<file path="src/design/spq_pkg.sv">
// ----------------------------------------------------------------------------
// spq_pkg: shared definitions for the sorted priority queue
// Field widths, command and fault codes, the entry type and the
// sequencer states.
// ----------------------------------------------------------------------------
`default_nettype none

package spq_pkg;

  localparam int unsigned DEPTH_DEF = 16;
  localparam int unsigned SCORE_W   = 16;
  localparam int unsigned ARR_W     = 32;
  localparam int unsigned COUNT_W   = 5;
  localparam int unsigned FAULT_W   = 2;

  typedef enum logic {
    CMD_ENQ = 1'b0,
    CMD_DEQ = 1'b1
  } cmd_e;

  typedef enum logic [FAULT_W-1:0] {
    FAULT_NONE  = 2'd0,
    FAULT_FULL  = 2'd1,
    FAULT_EMPTY = 2'd2
  } fault_e;

  typedef struct packed {
    logic [SCORE_W-1:0] score;
    logic [ARR_W-1:0]   arrival;
  } entry_t;

  typedef enum logic [2:0] {
    ST_IDLE,
    ST_ENQ_CMP,
    ST_ENQ_PUT,
    ST_DEQ_TAKE,
    ST_EMIT
  } state_e;

endpackage

`default_nettype wire

</file>
<file path="src/design/spq_if.sv">
// ----------------------------------------------------------------------------
// spq_if: command and result channels of the sorted priority queue
// Valid/ready channels; a beat moves when valid and ready are both high.
// ----------------------------------------------------------------------------
`default_nettype none

interface spq_in_if;
  logic                        valid;
  logic                        ready;
  logic                        cmd;
  logic [spq_pkg::SCORE_W-1:0] new_score;
  logic [spq_pkg::ARR_W-1:0]   new_arrival;

  modport source (output valid, output cmd, output new_score, output new_arrival,
                  input ready);
  modport sink   (input valid, input cmd, input new_score, input new_arrival,
                  output ready);
endinterface

interface spq_out_if;
  logic                        valid;
  logic                        ready;
  logic                        out_valid;
  logic [spq_pkg::SCORE_W-1:0] out_score;
  logic [spq_pkg::ARR_W-1:0]   out_arrival;
  logic [spq_pkg::FAULT_W-1:0] fault;
  logic [spq_pkg::COUNT_W-1:0] entry_count;
  logic                        is_empty;
  logic                        is_full;

  modport source (output valid, output out_valid, output out_score, output out_arrival,
                  output fault, output entry_count, output is_empty, output is_full,
                  input ready);
  modport sink   (input valid, input out_valid, input out_score, input out_arrival,
                  input fault, input entry_count, input is_empty, input is_full,
                  output ready);
endinterface

`default_nettype wire

</file>
<file path="src/design/sorted_priority_queue.sv">
// ----------------------------------------------------------------------------
// sorted_priority_queue: bounded priority queue kept in service order
// An enqueue moves lower ranked entries back one slot at a time from the
// tail; a dequeue reads the head and advances a ring pointer.
// ----------------------------------------------------------------------------
// An enqueue stays in ENQ_CMP while it moves entries back, writes the new
// entry from ENQ_CMP or ENQ_PUT and then goes to EMIT; a dequeue passes
// DEQ_TAKE and EMIT; a faulted command goes straight to EMIT. EMIT loads
// the result register once it is free or its beat is being taken. Commands are taken one at a time.
// Reset clears the count, the head pointer and the result valid flag, but
// not the result fields or the storage; the storage needs no clearing pass.
`default_nettype none

module sorted_priority_queue #(
  parameter int unsigned DEPTH = spq_pkg::DEPTH_DEF
) (
  input  wire logic  clk_i,
  input  wire logic  rst_ni,
  spq_in_if.sink     in_i,
  spq_out_if.source  out_o
);

  localparam int unsigned AW  = $clog2(DEPTH);
  localparam int unsigned CW  = $clog2(DEPTH + 1);
  localparam int unsigned OCW = spq_pkg::COUNT_W;
  localparam logic [AW:0] DEPTH_W = (AW + 1)'(DEPTH);
  localparam logic [AW-1:0] HEAD_LAST = AW'(DEPTH - 1);

  spq_pkg::state_e state_q, state_d;
  logic [CW-1:0]   count_q, count_d;
  logic [AW-1:0]   head_q, head_d;
  logic [AW-1:0]   pos_q, pos_d;
  spq_pkg::entry_t new_q, new_d;
  logic            pend_valid_q, pend_valid_d;
  spq_pkg::entry_t pend_entry_q, pend_entry_d;
  spq_pkg::fault_e pend_fault_q, pend_fault_d;
  logic            out_full_q, out_full_d;
  logic            out_valid_q, out_valid_d;
  spq_pkg::entry_t out_entry_q, out_entry_d;
  spq_pkg::fault_e out_fault_q, out_fault_d;
  logic [OCW-1:0]  out_count_q, out_count_d;
  logic            out_empty_q, out_empty_d;
  logic            out_isfull_q, out_isfull_d;

  logic            mem_we;
  logic [AW-1:0]   mem_waddr;
  spq_pkg::entry_t mem_wdata;
  logic [AW-1:0]   mem_raddr;
  spq_pkg::entry_t mem_rdata;
  logic            below;

  logic in_fire;
  logic is_deq;
  logic q_full;
  logic q_empty;
  logic emit_go;

  function automatic logic [AW-1:0] phys(input logic [AW-1:0] base,
                                         input logic [AW-1:0] off);
    logic [AW:0] sum;
    sum = {1'b0, base} + {1'b0, off};
    if (sum >= DEPTH_W) begin
      sum = sum - DEPTH_W;
    end
    return sum[AW-1:0];
  endfunction

  assign in_i.ready = (state_q == spq_pkg::ST_IDLE);
  assign in_fire    = in_i.valid && in_i.ready;
  assign is_deq     = (in_i.cmd == spq_pkg::CMD_DEQ);
  assign q_full     = (count_q == CW'(DEPTH));
  assign q_empty    = (count_q == '0);
  assign emit_go    = (state_q == spq_pkg::ST_EMIT) && (!out_full_q || out_o.ready);

  spq_mem #(.DEPTH(DEPTH)) u_mem (
    .clk_i   (clk_i),
    .we_i    (mem_we),
    .waddr_i (mem_waddr),
    .wdata_i (mem_wdata),
    .raddr_i (mem_raddr),
    .rdata_o (mem_rdata)
  );

  spq_rank u_rank (
    .held_i  (mem_rdata),
    .cand_i  (new_q),
    .below_o (below)
  );

  always_comb begin
    state_d = state_q;
    case (state_q)
      spq_pkg::ST_IDLE: begin
        if (in_fire) begin
          if (is_deq) begin
            state_d = q_empty ? spq_pkg::ST_EMIT : spq_pkg::ST_DEQ_TAKE;
          end else if (q_full) begin
            state_d = spq_pkg::ST_EMIT;
          end else begin
            state_d = q_empty ? spq_pkg::ST_ENQ_PUT : spq_pkg::ST_ENQ_CMP;
          end
        end
      end
      spq_pkg::ST_ENQ_CMP: begin
        if (below) begin
          state_d = (pos_q == AW'(1)) ? spq_pkg::ST_ENQ_PUT : spq_pkg::ST_ENQ_CMP;
        end else begin
          state_d = spq_pkg::ST_EMIT;
        end
      end
      spq_pkg::ST_ENQ_PUT:  state_d = spq_pkg::ST_EMIT;
      spq_pkg::ST_DEQ_TAKE: state_d = spq_pkg::ST_EMIT;
      spq_pkg::ST_EMIT: begin
        if (emit_go) begin
          state_d = spq_pkg::ST_IDLE;
        end
      end
      default: state_d = spq_pkg::ST_IDLE;
    endcase
  end

  always_comb begin
    count_d      = count_q;
    head_d       = head_q;
    pos_d        = pos_q;
    new_d        = new_q;
    pend_valid_d = pend_valid_q;
    pend_entry_d = pend_entry_q;
    pend_fault_d = pend_fault_q;
    mem_we       = 1'b0;
    mem_waddr    = phys(head_q, pos_q);
    mem_wdata    = new_q;
    mem_raddr    = '0;

    case (state_q)
      spq_pkg::ST_IDLE: begin
        if (is_deq) begin
          mem_raddr = head_q;
        end else begin
          mem_raddr = phys(head_q, q_empty ? '0 : (count_q[AW-1:0] - AW'(1)));
        end
        if (in_fire) begin
          new_d.score   = in_i.new_score;
          new_d.arrival = in_i.new_arrival;
          pos_d         = count_q[AW-1:0];
          pend_valid_d  = 1'b0;
          pend_entry_d  = '0;
          if (is_deq) begin
            pend_fault_d = q_empty ? spq_pkg::FAULT_EMPTY : spq_pkg::FAULT_NONE;
          end else begin
            pend_fault_d = q_full ? spq_pkg::FAULT_FULL : spq_pkg::FAULT_NONE;
          end
        end
      end
      spq_pkg::ST_ENQ_CMP: begin
        mem_we = 1'b1;
        if (below) begin
          mem_wdata = mem_rdata;
          pos_d     = pos_q - AW'(1);
          if ({1'b0, pos_q} >= (AW + 1)'(2)) begin
            mem_raddr = phys(head_q, pos_q - AW'(2));
          end
        end else begin
          count_d = count_q + CW'(1);
        end
      end
      spq_pkg::ST_ENQ_PUT: begin
        mem_we  = 1'b1;
        count_d = count_q + CW'(1);
      end
      spq_pkg::ST_DEQ_TAKE: begin
        pend_valid_d = 1'b1;
        pend_entry_d = mem_rdata;
        head_d       = (head_q == HEAD_LAST) ? '0 : head_q + AW'(1);
        count_d      = count_q - CW'(1);
      end
      spq_pkg::ST_EMIT: begin
      end
      default: begin
      end
    endcase
  end

  always_comb begin
    out_full_d   = out_full_q;
    out_valid_d  = out_valid_q;
    out_entry_d  = out_entry_q;
    out_fault_d  = out_fault_q;
    out_count_d  = out_count_q;
    out_empty_d  = out_empty_q;
    out_isfull_d = out_isfull_q;
    if (emit_go) begin
      out_full_d   = 1'b1;
      out_valid_d  = pend_valid_q;
      out_entry_d  = pend_entry_q;
      out_fault_d  = pend_fault_q;
      out_count_d  = OCW'(count_q);
      out_empty_d  = q_empty;
      out_isfull_d = q_full;
    end else if (out_full_q && out_o.ready) begin
      out_full_d = 1'b0;
    end
  end

  always_ff @(posedge clk_i or negedge rst_ni) begin
    if (!rst_ni) begin
      state_q    <= spq_pkg::ST_IDLE;
      count_q    <= '0;
      head_q     <= '0;
      pos_q      <= '0;
      out_full_q <= 1'b0;
    end else begin
      state_q    <= state_d;
      count_q    <= count_d;
      head_q     <= head_d;
      pos_q      <= pos_d;
      out_full_q <= out_full_d;
    end
  end

  always_ff @(posedge clk_i) begin
    new_q        <= new_d;
    pend_valid_q <= pend_valid_d;
    pend_entry_q <= pend_entry_d;
    pend_fault_q <= pend_fault_d;
    out_valid_q  <= out_valid_d;
    out_entry_q  <= out_entry_d;
    out_fault_q  <= out_fault_d;
    out_count_q  <= out_count_d;
    out_empty_q  <= out_empty_d;
    out_isfull_q <= out_isfull_d;
  end

  assign out_o.valid       = out_full_q;
  assign out_o.out_valid   = out_valid_q;
  assign out_o.out_score   = out_entry_q.score;
  assign out_o.out_arrival = out_entry_q.arrival;
  assign out_o.fault       = out_fault_q;
  assign out_o.entry_count = out_count_q;
  assign out_o.is_empty    = out_empty_q;
  assign out_o.is_full     = out_isfull_q;

  a_count_range: assert property (@(posedge clk_i) disable iff (!rst_ni)
    count_q <= CW'(DEPTH))
    else $error("entry count exceeds depth");

  a_full_fault: assert property (@(posedge clk_i) disable iff (!rst_ni)
    (in_fire && !is_deq && q_full) |=>
      (state_q == spq_pkg::ST_EMIT && pend_fault_q == spq_pkg::FAULT_FULL))
    else $error("enqueue on full queue not flagged");

  a_deq_count: assert property (@(posedge clk_i) disable iff (!rst_ni)
    (in_fire && is_deq && !q_empty) |=> ##1 (count_q == $past(count_q, 2) - CW'(1)))
    else $error("dequeue did not lower the count by one");

  a_we_state: assert property (@(posedge clk_i) disable iff (!rst_ni)
    mem_we |-> (state_q == spq_pkg::ST_ENQ_CMP || state_q == spq_pkg::ST_ENQ_PUT))
    else $error("storage written outside an enqueue");

  a_out_ok: assert property (@(posedge clk_i) disable iff (!rst_ni)
    (out_full_q && out_valid_q) |-> (out_fault_q == spq_pkg::FAULT_NONE))
    else $error("returned entry carries a fault");

endmodule

`default_nettype wire

</file>
<file path="src/design/spq_mem.sv">
// ----------------------------------------------------------------------------
// spq_mem: entry storage
// One write port and one read port with registered read data.
// ----------------------------------------------------------------------------
`default_nettype none

module spq_mem #(
  parameter int unsigned DEPTH = spq_pkg::DEPTH_DEF,
  localparam int unsigned AW = $clog2(DEPTH)
) (
  input  wire logic            clk_i,
  input  wire logic            we_i,
  input  wire logic [AW-1:0]   waddr_i,
  input  wire spq_pkg::entry_t wdata_i,
  input  wire logic [AW-1:0]   raddr_i,
  output spq_pkg::entry_t      rdata_o
);

  spq_pkg::entry_t mem_q [DEPTH];

  always_ff @(posedge clk_i) begin
    if (we_i) begin
      mem_q[waddr_i] <= wdata_i;
    end
  end

  always_ff @(posedge clk_i) begin
    rdata_o <= mem_q[raddr_i];
  end

endmodule

`default_nettype wire

</file>
<file path="src/design/spq_rank.sv">
// ----------------------------------------------------------------------------
// spq_rank: service order comparator
// Tells whether a held entry is served after a candidate entry.
// ----------------------------------------------------------------------------
`default_nettype none

module spq_rank (
  input  wire spq_pkg::entry_t held_i,
  input  wire spq_pkg::entry_t cand_i,
  output logic                 below_o
);

  always_comb begin
    below_o = (held_i.score < cand_i.score) ||
              ((held_i.score == cand_i.score) && (held_i.arrival > cand_i.arrival));
  end

endmodule

`default_nettype wire

</file>
<file path="src/flat_wrapper.sv">
// flat-port wrapper written by rule: the top's interface ports become plain ports
module sorted_priority_queue_flat 
#(
  parameter int unsigned DEPTH = spq_pkg::DEPTH_DEF
)
  (clk_i, rst_ni, in_i_valid, in_i_cmd, in_i_new_score, in_i_new_arrival, in_i_ready, out_o_valid, out_o_out_valid, out_o_out_score, out_o_out_arrival, out_o_fault, out_o_entry_count, out_o_is_empty, out_o_is_full, out_o_ready);
  spq_in_if in_i_i ();
  spq_out_if out_o_i ();
  input  wire logic clk_i;
  input  wire logic rst_ni;
  input wire logic [$bits(in_i_i.valid)-1:0] in_i_valid;
  input wire logic [$bits(in_i_i.cmd)-1:0] in_i_cmd;
  input wire logic [$bits(in_i_i.new_score)-1:0] in_i_new_score;
  input wire logic [$bits(in_i_i.new_arrival)-1:0] in_i_new_arrival;
  output wire logic [$bits(in_i_i.ready)-1:0] in_i_ready;
  output wire logic [$bits(out_o_i.valid)-1:0] out_o_valid;
  output wire logic [$bits(out_o_i.out_valid)-1:0] out_o_out_valid;
  output wire logic [$bits(out_o_i.out_score)-1:0] out_o_out_score;
  output wire logic [$bits(out_o_i.out_arrival)-1:0] out_o_out_arrival;
  output wire logic [$bits(out_o_i.fault)-1:0] out_o_fault;
  output wire logic [$bits(out_o_i.entry_count)-1:0] out_o_entry_count;
  output wire logic [$bits(out_o_i.is_empty)-1:0] out_o_is_empty;
  output wire logic [$bits(out_o_i.is_full)-1:0] out_o_is_full;
  input wire logic [$bits(out_o_i.ready)-1:0] out_o_ready;
  assign in_i_i.valid = in_i_valid;
  assign in_i_i.cmd = in_i_cmd;
  assign in_i_i.new_score = in_i_new_score;
  assign in_i_i.new_arrival = in_i_new_arrival;
  assign in_i_ready = in_i_i.ready;
  assign out_o_valid = out_o_i.valid;
  assign out_o_out_valid = out_o_i.out_valid;
  assign out_o_out_score = out_o_i.out_score;
  assign out_o_out_arrival = out_o_i.out_arrival;
  assign out_o_fault = out_o_i.fault;
  assign out_o_entry_count = out_o_i.entry_count;
  assign out_o_is_empty = out_o_i.is_empty;
  assign out_o_is_full = out_o_i.is_full;
  assign out_o_i.ready = out_o_ready;
  sorted_priority_queue #(.DEPTH(DEPTH)) u_core (.clk_i(clk_i), .rst_ni(rst_ni), .in_i(in_i_i), .out_o(out_o_i));
endmodule
</file>
<file path="config.mk">
export PLATFORM = sky130hd
export DESIGN_NAME = sorted_priority_queue_flat
export DESIGN_NICKNAME = d
export VERILOG_FILES = /design/src/design/spq_pkg.sv /design/src/design/spq_if.sv /design/src/design/sorted_priority_queue.sv /design/src/design/spq_mem.sv /design/src/design/spq_rank.sv /design/src/flat_wrapper.sv
export SDC_FILE = /design/constraint.sdc
export NUM_CORES = 1
export LEC_CHECK = 0
export BUFFER_PORTS_ARGS = -buffer_cell sky130_fd_sc_hd__buf_2
export CORE_ASPECT_RATIO = 1.75
export CORE_MARGIN = 2
export CORE_UTILIZATION = 25
export DETAILED_ROUTE_END_ITERATION = 10
export GPL_ROUTABILITY_DRIVEN = 1
export PLACE_DENSITY = 0.45
export SYNTH_ARGS = -nofsm -noshare
export SYNTH_HDL_FRONTEND = slang
export SYNTH_SLANG_ARGS = --single-unit
</file>
<file path="constraint.sdc">
create_clock -name clk_i -period 4.95 [get_ports clk_i]
set_clock_uncertainty 0.05 [all_clocks]
set_input_delay 0.7425 -clock clk_i [delete_from_list [all_inputs] [get_ports clk_i]]
set_output_delay 0.7425 -clock clk_i [all_outputs]
set_load 0.1 [all_outputs]
</file>
Word level (Yosys, flattened, before mapping)

Memories as Yosys holds them, arrays and structs flattened. A register that Yosys moved wholly into a read port is not among the register bits.
Cells that the tools add are included.

Add/subtract/negate cells: 12
Magnitude comparators: 6
Equal/unequal tests: 12
Muxes and demuxes: 37
Reduce and logical (&&, ||, !) cells: 20

Operator list:

| kind                                                                  | number |
|---|---|
| 48-bit 2-to-1 mux                                                     | 3 |
| 48-bit case mux with 2 select lines                                   | 1 |
| 4-bit 2-to-1 mux                                                      | 10 |
| 32-bit > comparator                                                   | 1 |
| 4-bit by 1-bit subtractor with 4-bit output, second input constant    | 5 |
| 3-bit 2-to-1 mux                                                      | 6 |
| 16-bit equality test                                                  | 1 |
| 16-bit < comparator                                                   | 1 |
| 4-bit case mux with 2 select lines                                    | 2 |
| 4-bit by 4-bit adder with 5-bit output                                | 3 |
| 5-bit greater-or-equal comparator, second input constant              | 3 |
| 5-bit case mux with 3 select lines                                    | 1 |
| 3-bit case mux with 4 select lines                                    | 1 |
| 2-bit 2-to-1 mux                                                      | 4 |
| 2-bit AND reduction                                                   | 4 |
| 1-bit 2-to-1 mux                                                      | 7 |
| 3-bit by 2-bit equality test with 1-bit output, second input constant | 2 |
| 2-bit nonzero test                                                    | 3 |
| 5-bit by 1-bit adder with 5-bit output, second input constant         | 1 |
| 5-bit equality test, second input constant                            | 1 |
| 5-bit zero test                                                       | 1 |
| 5-bit 2-to-1 mux                                                      | 1 |
| 5-bit by 1-bit subtractor with 5-bit output, second input constant    | 1 |
| 4-bit by 1-bit adder with 4-bit output, second input constant         | 1 |
| 16 further kinds                                                      | 23 |

Bits in registers: 174
Bits in writable memories: 768
Input port bits: 53
Output and inout bits: 60
Logic and storage cells: 106
Memories: 1

Memories:

| memory             | words | bits a word | read ports | clocked after memory_dff | write ports | RTL line      | source |
|---|---|---|---|---|---|---|---|
| u_core.u_mem.mem_q | 16    | 48          | 1          | 1                        | 1           | spq_mem.sv:19 | `spq_pkg::entry_t mem_q [DEPTH];` |

Longest topological paths before layout

Gate-level depths: netlist of run 1.

Depth after elaboration: 7
Depth in mapped cells: 18
Mapped depth without buffers: 16

Cells and area by module

Synthesis of run 1 repeated with hierarchy kept, for this count alone.

Cells, all modules: 1,864
Area total of the unflattened synthesis: 38,162.9 um^2

By module, submodules not included:

| module                | times used | cells each | area an instance (um^2) | seq. area each (um^2) |
|---|---|---|---|---|
| spq_mem               | 1          | 1,242      | 29,691.0                | 24,023.0 |
| sorted_priority_queue | 1          | 457        | 7,272.0                 | 5,139.9 |
| spq_rank              | 1          | 165        | 1,199.9                 | 0.0 |

Worst setup path after synthesis of run 1

No wires, ideal clock.

Path kind: register -> register
Start: reg u_core.head_q[0]
End: mem u_core.u_mem.mem_q[2][0] (netlist bit), enable pin
Setup time: 0.454 ns
Arrival: 3.781 ns
Data required time: 4.446 ns
Path slack: 0.666 ns
Cell stages (with the launch flop): 6
Path buffers: 0
Clock period less this slack: 4.284 ns
Cell sequence: dfrtp_1 ha_1 inv_1 fa_1 or3_1 nor2_1

Word-level cells in the longest chain between the ends: 3
Elaborated cells between the ends (all ways): 4
Those cells by class: add/sub: 2; order compare: 1; mux: 1

RTL lines:

| item                                                                                             | RTL line                                                 | source |
|---|---|---|
| start: declaration                                                                               | sorted_priority_queue.sv:31                              | `logic [AW-1:0] head_q, head_d;` |
| start signal: assignment                                                                         | sorted_priority_queue.sv:209                             | `head_q <= '0;` |
| start signal: assignment                                                                         | sorted_priority_queue.sv:215                             | `head_q <= head_d;` |
| 4-bit by 4-bit adder with 5-bit output *                                                         | sorted_priority_queue.sv:61                              | `sum = {1'b0, base} + {1'b0, off};` |
| 4-bit by 1-bit subtractor with 4-bit output or 5-bit greater-or-equal comparator (tied branches) | sorted_priority_queue.sv:63, sorted_priority_queue.sv:62 |  |
| 4-bit 2-to-1 mux *                                                                               | sorted_priority_queue.sv:62                              | `if (sum >= DEPTH_W) begin` |
| end: declaration                                                                                 | spq_mem.sv:19                                            |  |

Mark *: on every way between the ends. The rest lies on a longest branch, timed or not.

Worst setup path in the final report of run 1

Start: reg u_core.new_q[12] (netlist bit)
End: reg, netlist name u_core.u_mem.rdata_o[30]

Word-level cells in the longest chain between the ends: 5

RTL lines:

| item                               | RTL line                     | source |
|---|---|---|
| start: declaration                 | sorted_priority_queue.sv:33  | `spq_pkg::entry_t new_q, new_d;` |
| start signal: assignment           | sorted_priority_queue.sv:222 | `new_q <= new_d;` |
| 32-bit > comparator                | spq_rank.sv:15               | `((held_i.score == cand_i.score) && (held_i.arrival > cand_i.arrival));` |
| 1-bit logical AND                  | spq_rank.sv:15               |  |
| 1-bit logical OR                   | spq_rank.sv:14               | `below_o = (held_i.score < cand_i.score) \|\|` |
| 4-bit 2-to-1 mux                   | sorted_priority_queue.sv:157 | `if (below) begin` |
| 4-bit case mux with 2 select lines | sorted_priority_queue.sv:135 | `case (state_q)` |

Every way passes these cells.
A chain may end at the register's enable or synchronous reset.

==> impl_metrics.env, run 1 <==
export IMPL_worstPathArrival_ps=5050
export IMPL_yosysSeqAreaShare_pct=75.73
export IMPL_cts_hold_buffers=1
export IMPL_holdPathStages=1
export IMPL_finalHoldViolCount=0
export IMPL_netlist_area_sq_mm=0.03851
export IMPL_synth_cell_type_count=64
export IMPL_drive_above_1_share_pct=16.95
export IMPL_synth_largest_area_cell="edfxtp_1"
export IMPL_syn_avg_cell_area_sq_um=17.18
export IMPL_synth_top_area_share_pct=72.13
export IMPL_initial_utilization_pct=25.15
export IMPL_p_leak_nw=15.20
export IMPL_start_kind="register"
export IMPL_track_usage_pct=13.59
export IMPL_slowest_delay_ps=610
export IMPL_path_max_fanout=47
export IMPL_routedWlPerCell_um=23.41
export IMPL_path_cells="inv_1, ha_1, nand4_1, nor4_1, a21bo_2, o211ai_1, a32oi_2, o21ai_4, buf_12, buf_12, mux2i_1, o22ai_1, or4_1"
export IMPL_cts_buffers_inserted=95
export IMPL_synthTopCellsByArea="edfxtp_1 (72%), mux2i_1 (10%), o22ai_1 (3.1%)"
export IMPL_slew_headroom_pct=4.574
export IMPL_dr_pass1_iters=5
export IMPL_n_fill_cell=15120
export IMPL_wl_um=107100
export IMPL_crit_slowest_cell="or4_1"
export IMPL_cts_htree_levels=3
export IMPL_grt_pass1_wl_um=154300
export IMPL_maxCapViolCount=0
export IMPL_grt_antenna_before_repair=5
export IMPL_post_cts_buffers=0
export IMPL_cts_resized_gates=0
export IMPL_clock_sinks=990
export IMPL_ys_ff_latch=990
export IMPL_core_sq_mm=0.1531
export IMPL_min_path_type="in2reg"
export IMPL_ant_nets=0
export IMPL_tightest_slew_ps=1413
export IMPL_drc_errors=0
export IMPL_period_needed_ps=4545
export IMPL_syn2layout_area_growth_pct=19.51
export IMPL_pwr_share_seq_pct=38.1
export IMPL_pre_cts_ws_ps=188.7
export IMPL_setup_violations_final=0
export IMPL_worstRegToRegCells=13
export IMPL_r2r_start="u_core.new_q[12]$_DFFE_PP_"
export IMPL_clockBufferDepth=3
export IMPL_cp_required_ps=5450
export IMPL_ir_worst_vdd_mv=0.4893
export IMPL_ios=113
export IMPL_pwr_density_cell_mw_per_mm2=700.9
export IMPL_routabilityCongestion=0.7390
export IMPL_fmax_mhz=220.0
export IMPL_nNetsFinal=2598
export IMPL_syn_inst=2241
export IMPL_die_y_um=523.2
export IMPL_path_common_cell="buf_12"
export IMPL_synth_top_flop_cell="edfxtp_1"
export IMPL_rrSetupSlack_ps=410
export IMPL_row_count=190
export IMPL_die_x_um=300.7
export IMPL_synth_edf_count=925
export IMPL_yosys_warnings=0
export IMPL_rsz0062_at_grt="no"
export IMPL_ctsRootBufferMaster="clkbuf_16"
export IMPL_r2r_end="u_core.u_mem.rdata_o[30]$_DFF_P_"
export IMPL_status="completed"
export IMPL_clk_insertion_delay_late_ps=710
export IMPL_crit_path_end="u_core.u_mem.rdata_o[30]$_DFF_P_"
export IMPL_drt_iter0_drc=1267
export IMPL_p_sw_mw=12.08
export IMPL_combPwrFrac_pct=38.4
export IMPL_syn_num_nets=2365
export IMPL_endpoint_kind="register"
export IMPL_dieArea_sq_mm=0.1573
export IMPL_intPower_mw=20.17
export IMPL_finalCritPeriodShare_pct=91.81
export IMPL_synth_async_reset_ratio_pct=1.717
export IMPL_clk_pin_slew_ps=60
export IMPL_vias=20460
export IMPL_dp_hpwl_um=61450
export IMPL_grt_pass1_vias=21690
export IMPL_switching_share_pct=37.46
export IMPL_crit_start="u_core.new_q[12]$_DFFE_PP_"
export IMPL_cts_tree="yes"
export IMPL_numPortBuffers=112
export IMPL_clkPwrFrac_pct=23.4
export IMPL_viasPerCell=4.475
export IMPL_crit_type="reg2reg"
export IMPL_finalWorstSetupSlack_ps=405.2
export IMPL_maxSlewViolCount=0
export IMPL_setup_tns_ps=0
export IMPL_grt_overflow=0
export IMPL_grt_max_degree=83
[worst max-delay path, delay by kind of cell, from the launching register on]
kind / cells / cell delay (ps)
fa+ha+maj: 1 / 280
buf+inv: 3 / 590
compound gates: 5 / 1290
mux: 1 / 270
simple gates: 3 / 1460
flops: 1 / 390
[state kept, by name, indices dropped and copies added, names as in the netlist, 5 cells and up]
signal,count
u_core.u_mem.mem_q,768
u_core.new_q,48
u_core.pend_entry_q,48
u_core.u_mem.rdata_o,48
u_core.out_o.out_arrival,32
u_core.out_o.out_score,16
u_core.count_q,5
u_core.out_o.entry_count,5
[cell families after synthesis]
logic type	share of synthesized area (%)
flops	75.73
compound gates	5.439
fa+ha+maj	2.385
xor+xnor	0.4321
mux	10.15
simple gates	3.850
buf+inv	2.018
[final cells by class]
type / count / area [sq um] / area share [%]
clock buffer: 127 / 2680 / 5.823
sequential: 990 / 29160 / 63.36
timing repair buffer: 239 / 2067 / 4.491
antenna: 2 / 5.005 / 0.01087
clock inverter: 51 / 569.3 / 1.237
multi-input combinational: 1080 / 8761 / 19.04
tap: 2016 / 2522 / 5.481
inverter: 68 / 256.5 / 0.5573
[synthesized netlist by cell type, types with 3 or more instances]
library cell,n
a31oi_1,3
nor2b_1,6
a21o_1,9
nand2_1,79
clkbuf_1,34
fa_1,4
buf_4,10
or3_1,3
mux2_2,4
and2_1,48
inv_1,68
or4_1,50
nor3_1,5
nor2_1,39
nand3_1,8
ha_1,67
dfrtp_1,17
xnor2_1,10
buf_6,4
o21ai_0,59
o22ai_1,192
o211ai_2,4
nor4_1,3
edfxtp_1,925
nor3b_1,3
o211ai_1,3
o21ai_1,3
buf_2,54
o31ai_1,3
mux2i_1,386
xor2_1,9
a21oi_1,29
nand4_1,10
o21bai_1,4
dfxtp_1,48
[per-layer routing]
layer / part of all wire, % / track usage [%] / vias to the layer above
li1: - / - / 9290
met1: 43 / 17.15 / 10580
met2: 50 / 23.88 / 464
met3: 4.6 / 2.203 / 129
met4: 2.0 / 3.792 / 2
met5: 0.012 / 0 / -
[through the flow]
step                cell area, sq um  util [%]  instances  hold slack, ps  power [mW]
floorplan                      38510         -       2241           350.3       20.37
global placement               42760     27.93       4392           352.7       24.97
detailed placement             42760     27.93       4392           354.5       25.12
CTS                            46020     30.06       4571           87.50       32.80
global route                   46020     30.06       4572           115.2       33.91
finish                         46020     30.06       4573           152.6       32.26
[cell usage in the layout (no fill, tap or decap), drive strengths merged, types with 3 or more instances in the layout]
cell,count
dfxtp,48
a31oi,3
bufinv,9
buf,238
mux2i,386
or4,51
o211ai,7
xnor2,10
fa,4
nor2b,6
or3,3
nor4,4
o21bai,5
xor2,9
nand2,79
a32oi,3
clkinv,29
dfrtp,17
and2,48
inv,76
o211a,3
nor3b,3
a21o,9
mux2,4
clkbuf,127
nor3,7
nor2,39
clkinvlp,5
o22ai,192
o21ai,62
edfxtp,925
o31ai,3
ha,67
or2,3
a21oi,29
nand4,10
nand3,8
[how the worst min path moves through the flow]
stage / end / start
final: u_core.new_q[11]$_DFFE_PP_ / in_i_new_arrival[11]
after global routing: u_core.new_q[11]$_DFFE_PP_ / in_i_new_arrival[11]
after CTS: u_core.new_q[11]$_DFFE_PP_ / in_i_new_arrival[11]
after detailed placement: u_core.out_o.out_arrival[13]$_DFFE_PP_ / u_core.pend_entry_q[13]$_SDFFCE_PN0P_
after global placement: u_core.out_o.fault[0]$_DFFE_PP_ / u_core.pend_fault_q[0]$_SDFFCE_PP0P_
after floorplan: u_core.out_o.fault[0]$_DFFE_PP_ / u_core.pend_fault_q[0]$_SDFFCE_PP0P_
[power by group through the flow]
| stage | Sequential (mW) | Combinational, mW | Clock [mW] |
|---|---|---|---|
| finish | 12.3 | 12.4 | 7.56 |
| global route | 12.4 | 13.4 | 8.08 |
| CTS | 12.3 | 12.7 | 7.80 |
| detailed placement | 12.5 | 12.6 | 0 |
| global placement | 12.5 | 12.5 | 0 |
| floorplan | 13.4 | 6.96 | 0 |
Note: power is estimated with default switching activity, not from simulation.
==> run 2, diff against run 1 <==
--- a/config.mk
+++ b/config.mk
@@ -5,6 +5,7 @@
 export SDC_FILE = /design/constraint.sdc
 export NUM_CORES = 1
 export LEC_CHECK = 0
+export ABC_AREA = 1
 export BUFFER_PORTS_ARGS = -buffer_cell sky130_fd_sc_hd__buf_2
 export CORE_ASPECT_RATIO = 1.75
 export CORE_MARGIN = 2
==> impl_metrics.env, run 2 <==
export IMPL_path_max_fanout=139
export IMPL_synthTopCellsByArea="edfxtp_1 (66%), nand3_1 (10%), nand2_1 (8.4%)"
export IMPL_start_kind="register"
export IMPL_ir_worst_vdd_mv=0.5652
export IMPL_final_cell_mix="nand2_1 (948), edfxtp_1 (925), nand3_1 (880)"
export IMPL_syn2layout_area_growth_pct=16.15
export IMPL_fin_cells=6290
export IMPL_yosys_warnings=0
export IMPL_syn_avg_cell_area_sq_um=10.88
export IMPL_p_leak_nw=19.85
export IMPL_synth_edf_count=925
export IMPL_clock_sinks=990
export IMPL_maxSlewViolCount=0
export IMPL_ios=113
export IMPL_initial_utilization_pct=25.21
export IMPL_synth_top_area_share_pct=65.57
export IMPL_row_count=199
export IMPL_synth_most_common_cell="nand2_1"
export IMPL_path_common_cell="nand3_1"
export IMPL_regMostFlops="u_core.u_mem.mem_q"
export IMPL_combPwrFrac_pct=43.2
export IMPL_pwr_share_seq_pct=35.6
export IMPL_synth_largest_area_cell="edfxtp_1"
export IMPL_grt_max_degree=140
export IMPL_dp_hpwl_um=66880
export IMPL_final_common_cell="nand2_1"
export IMPL_die_x_um=315.2
export IMPL_grt_pass1_vias=27900
export IMPL_yosysSeqAreaShare_pct=68.84
export IMPL_slowest_delay_ps=620
export IMPL_ant_nets=0
export IMPL_worstPathArrival_ps=4240
export IMPL_clkPwrFrac_pct=21.2
export IMPL_vias=28200
export IMPL_wl_um=126700
export IMPL_routabilityCongestion=0.7622
export IMPL_slew_headroom_pct=24.37
export IMPL_die_y_um=548.6
export IMPL_cp_required_ps=5460
export IMPL_setup_tns_ps=0
export IMPL_min_path_type="in2reg"
export IMPL_synth_cell_type_count=38
export IMPL_post_route_util_pct=29.28
export IMPL_cts_tree="yes"
export IMPL_cts_resized_gates=0
export IMPL_drc_errors=0
export IMPL_path_cells="inv_1, ha_1, nand4_1, nor3_1, nand2_1, nand2_1, inv_1, nand2_2, nand2_4, nand2_8, buf_12, nand3_1, nand3_1, nand3_1, nand3_1, nand2_1"
export IMPL_rrSetupSlack_ps=1230
export IMPL_maxCapViolCount=0
export IMPL_dpl_cell_count=6116
export IMPL_viasPerCell=4.484
export IMPL_ys_ff_latch=990
export IMPL_switching_share_pct=42.48
export IMPL_endpoint_kind="register"
export IMPL_finalWorstSetupSlack_ps=1226
export IMPL_clk_insertion_delay_late_ps=680
export IMPL_numPortBuffers=112
export IMPL_netlist_area_sq_mm=0.04236
export IMPL_cts_hold_buffers=1
export IMPL_pre_cts_ws_ps=1218
export IMPL_ctsRootBufferMaster="clkbuf_16"
export IMPL_cts_htree_levels=3
export IMPL_drive_above_1_share_pct=9.980
export IMPL_syn_inst=3893
export IMPL_period_needed_ps=3724
export IMPL_rsz0062_at_grt="no"
export IMPL_setup_violations_final=0
export IMPL_crit_type="reg2reg"
export IMPL_synth_common_cells="nand2_1 (951), edfxtp_1 (925), nand3_1 (880), inv_1 (526), buf_2 (139)"
export IMPL_fin_hold_ws_ps=191.7
export IMPL_routedWlPerCell_um=20.15
export IMPL_clk_pin_slew_ps=60
export IMPL_synth_top_flop_cell="edfxtp_1"
export IMPL_core_sq_mm=0.1681
export IMPL_grt_antenna_before_repair=8
export IMPL_clockBufferDepth=3
export IMPL_nNetsFinal=4126
export IMPL_crit_slowest_cell="nor3_1"
export IMPL_p_sw_mw=14.82
export IMPL_drt_iter0_drc=1997
export IMPL_cts_buffers_inserted=94
export IMPL_finalHoldViolCount=0
export IMPL_intPower_mw=20.07
export IMPL_track_usage_pct=14.57
export IMPL_post_cts_buffers=0
export IMPL_status="completed"
export IMPL_dr_pass1_iters=5
export IMPL_synth_async_reset_ratio_pct=1.717
export IMPL_fmax_mhz=268.5
export IMPL_finalCritPeriodShare_pct=75.24
export IMPL_pwr_density_cell_mw_per_mm2=709.1
export IMPL_dieArea_sq_mm=0.1729
export IMPL_tightest_slew_ps=1130
export IMPL_grt_overflow=0
export IMPL_syn_num_nets=4017
export IMPL_grt_pass1_wl_um=187300
export IMPL_largest_reg_flops=768
==> run 2: power by group through the flow <==
stage / clock network, mW / registers, mW / logic [mW]
after CTS: 7.60 / 12.4 / 15.4
after global routing: 7.88 / 12.5 / 16.8
after detailed placement: 0 / 12.6 / 15.3
final: 7.39 / 12.4 / 15.1
after floorplan: 0 / 13.1 / 9.19
after global placement: 0 / 12.6 / 15.3
==> run 2: through the flow <==
stage / power [mW] / cell area [sq um]
2_1_floorplan: 22.34 / 42360
3_3_place_gp: 27.89 / 46110
3_5_place_dp: 27.96 / 46110
4_1_cts: 35.44 / 49200
5_1_grt: 37.26 / 49210
6_report: 34.89 / 49210
==> run 2: metal layers <==
metal	up-vias	wire, um	GRT usage [%]
met5	-	81	0
met4	12	3153	4.402
met3	167	5103	1.865
met2	606	65350	26.20
met1	14140	53020	17.99
li1	13270	-	-
==> run 2: cells by family (layout without fill, tap and decap cells) <==
logic type               Yosys count  count (layout)  share of synthesized area [%]
XOR/XNOR                          15              15                         0.3101
adder cells (fa/ha/maj)           71              71                          2.168
buffers and inverters            751             936                          7.153
other                              0               1                              0
flip-flops                       990             990                          68.84
AND/OR/NAND/NOR                 1950            1950                          20.08
AO/OA/AOI/OAI                    116             116                          1.453
==> run 2: layout make-up <==
class                   instances  area (sq um)
inverters                     536          2021
fillers                     17250        118900
repair buffers                228          1797
multi-input cells            2152         10370
clock inverters                45         475.5
clock buffers                 127          2610
diodes                          1         2.502
flip-flops and latches        990         29160
well taps                    2211          2766
==> run 2: final timing paths <==
check                                                            from                                      to  depth (start not counted)
worst min register to register  u_core.pend_entry_q[19]$_SDFFCE_PN0P_  u_core.out_o.out_arrival[19]$_DFFE_PP_                          0
worst min-delay path                               in_i_new_score[11]              u_core.new_q[43]$_DFFE_PP_                          1
worst max-delay path                       u_core.new_q[15]$_DFFE_PP_        u_core.u_mem.rdata_o[26]$_DFF_P_                         16
max in group asynchronous                                      rst_ni            u_core.head_q[0]$_DFFE_PN0P_                          2
worst max register to register             u_core.new_q[15]$_DFFE_PP_        u_core.u_mem.rdata_o[26]$_DFF_P_                         16
min in group asynchronous                                      rst_ni             u_core.pos_q[0]$_DFFE_PN0P_                          2
==> run 2: worst max-delay path, delay by kind of cell, from the launching register on <==
family | cells | cell delay, ps
buffers and inverters | 3 | 590
DFF | 1 | 370
and+or+nand+nor | 12 | 2070
adders and majority gates | 1 | 310
==> run 3, diff against run 2 <==
==> constraint.sdc (replaced) <==
create_clock -name clk_i -period 3.9 [get_ports clk_i]
set_clock_uncertainty 0.05 [all_clocks]
set_input_delay 0.585 -clock clk_i [delete_from_list [all_inputs] [get_ports clk_i]]
set_output_delay 0.585 -clock clk_i [all_outputs]
set_load 0.1 [all_outputs]
==> impl_metrics.env, run 3 (synthesis results as in run 2) <==
export IMPL_dieArea_sq_mm=0.1729
export IMPL_combPwrFrac_pct=44.9
export IMPL_ctsRootBufferMaster="clkbuf_16"
export IMPL_finalWorstSetupSlack_ps=448.4
export IMPL_clk_pin_slew_ps=70
export IMPL_routedWlPerCell_um=19.97
export IMPL_period_needed_ps=3452
export IMPL_fmax_mhz=289.7
export IMPL_intPower_mw=25.98
export IMPL_setup_tns_ps=0
export IMPL_die_y_um=548.6
export IMPL_p_sw_mw=19.07
export IMPL_min_path_type="in2reg"
export IMPL_nNetsFinal=4206
export IMPL_pre_cts_ws_ps=28.37
export IMPL_slew_headroom_pct=42.33
export IMPL_p_leak_nw=20.31
export IMPL_grt_antenna_before_repair=10
export IMPL_setup_violations_final=0
export IMPL_endpoint_kind="register"
export IMPL_routabilityCongestion=0.7797
export IMPL_cp_required_ps=4460
export IMPL_switching_share_pct=42.33
export IMPL_crit_type="reg2reg"
export IMPL_clock_sinks=990
export IMPL_regMostFlops="u_core.u_mem.mem_q"
export IMPL_initial_utilization_pct=25.21
export IMPL_tightest_slew_ps=865.0
export IMPL_syn2layout_area_growth_pct=18.39
export IMPL_final_common_cell="nand2_1"
export IMPL_finalHoldViolCount=0
export IMPL_clockBufferDepth=3
export IMPL_cts_tree="yes"
export IMPL_drt_iter0_drc=1875
export IMPL_rsz0062_at_grt="no"
export IMPL_finalCritPeriodShare_pct=88.50
export IMPL_ant_nets=0
export IMPL_core_sq_mm=0.1681
export IMPL_ios=113
export IMPL_drc_errors=0
export IMPL_cts_htree_levels=3
export IMPL_clk_insertion_delay_late_ps=690
export IMPL_grt_overflow=0
export IMPL_dr_pass1_iters=5
export IMPL_path_max_fanout=65
export IMPL_status="completed"
export IMPL_start_kind="register"
export IMPL_vias=28230
export IMPL_die_x_um=315.2
export IMPL_cts_buffers_inserted=92
export IMPL_final_cell_mix="nand2_1 (948), edfxtp_1 (925), nand3_1 (880)"
export IMPL_clkPwrFrac_pct=20.2
export IMPL_track_usage_pct=14.58
export IMPL_grt_pass1_vias=27900
export IMPL_drive_above_1_share_pct=11.31
export IMPL_row_count=199
export IMPL_largest_reg_flops=768
export IMPL_grt_pass1_wl_um=187300
export IMPL_wl_um=127200
export IMPL_maxSlewViolCount=0
export IMPL_numPortBuffers=112
export IMPL_pwr_density_cell_mw_per_mm2=898.1
export IMPL_ir_worst_vdd_mv=0.5845
export IMPL_dp_hpwl_um=71240
export IMPL_viasPerCell=4.432
export IMPL_grt_max_degree=86
export IMPL_maxCapViolCount=0
export IMPL_worstPathArrival_ps=4010
export IMPL_pwr_share_seq_pct=34.9
## run 3: worst paths after layout
path | startpoint | slack (ps) | depth (start not counted) | endpoint
min in group asynchronous | rst_ni | 340 | 2 | u_core.out_o.valid$_DFFE_PN0P_
worst max-delay path | u_core.count_q[0]$_DFFE_PN0P_ | 450 | 18 | u_core.u_mem.rdata_o[26]$_DFF_P_
max in group asynchronous | rst_ni | 3140 | 2 | u_core.count_q[4]$_DFFE_PN0P_
worst min-delay path | in_i_new_arrival[4] | 50 | 1 | u_core.new_q[4]$_DFFE_PP_
worst max register to register | u_core.count_q[0]$_DFFE_PN0P_ | 450 | 18 | u_core.u_mem.rdata_o[26]$_DFF_P_
worst min register to register | u_core.pend_entry_q[8]$_SDFFCE_PN0P_ | 360 | 0 | u_core.out_o.out_arrival[8]$_DFFE_PP_
## run 3: power by group through the flow
stage / Sequential (mW) / Clock, mW / Combinational [mW]
floorplan: 16.6 / 0 / 11.7
global placement: 16.0 / 0 / 20.5
detailed placement: 16.0 / 0 / 20.5
CTS: 15.8 / 9.39 / 20.6
global route: 15.9 / 9.73 / 22.4
finish: 15.7 / 9.10 / 20.2
## run 3: final cells by class
class / instances / area [sq um]
Sequential cell: 990 / 29160
Antenna cell: 3 / 7.507
Fill cell: 17270 / 117900
Inverter: 536 / 2021
Clock buffer: 111 / 2487
Multi-Input combinational cell: 2152 / 10380
Tap cell: 2211 / 2766
Clock inverter: 57 / 498.0
Timing Repair Buffer: 310 / 2835
## run 3: critical path, stage by stage (launching register included)
cell and delay [ps]:
dfrtp_1 420, inv_1 100, ha_1 160, nand3_2 90, nor2_2 120, inv_2 50
nand2_1 50, inv_1 40, ha_1 180, inv_1 90, fa_1 420, nand2_1 80
o211ai_1 140, nand2_4 210, buf_4 680, nand3_1 150, nand3_1 120, nand3_1 90
nand2_1 100
## run 3: what timing repair did
action | in CTS | in global routing
endpoints found under the setup margin | 8 | 0
hold buffers | 25 | 0
hold endpoints to repair | 41 | 0
gates resized for setup | 1 | 0
buffers inserted | 0 | 0
## run 3: through the flow
stage               total power, mW  area (sq um)  hold WS (ps)  util [%]  std cells
floorplan                     28.35         42410         239.4         -       3893
global placement              36.48         46910         351.8     27.91       6174
detailed placement            36.45         46910         354.5     27.91       6174
CTS                           45.72         50150         4.535     29.84       6367
global route                  48.01         50150         22.61     29.84       6370
finish                        45.05         50150         54.47     29.84       6370
## run 3: routing by layer
metal / track usage (%) / up-vias / routed length (um)
li1: - / 13460 / -
met1: 17.87 / 13970 / 53050
met2: 26.66 / 625 / 65910
met3: 1.518 / 174 / 4991
met4: 4.316 / 2 / 3248
met5: 0 / - / 13
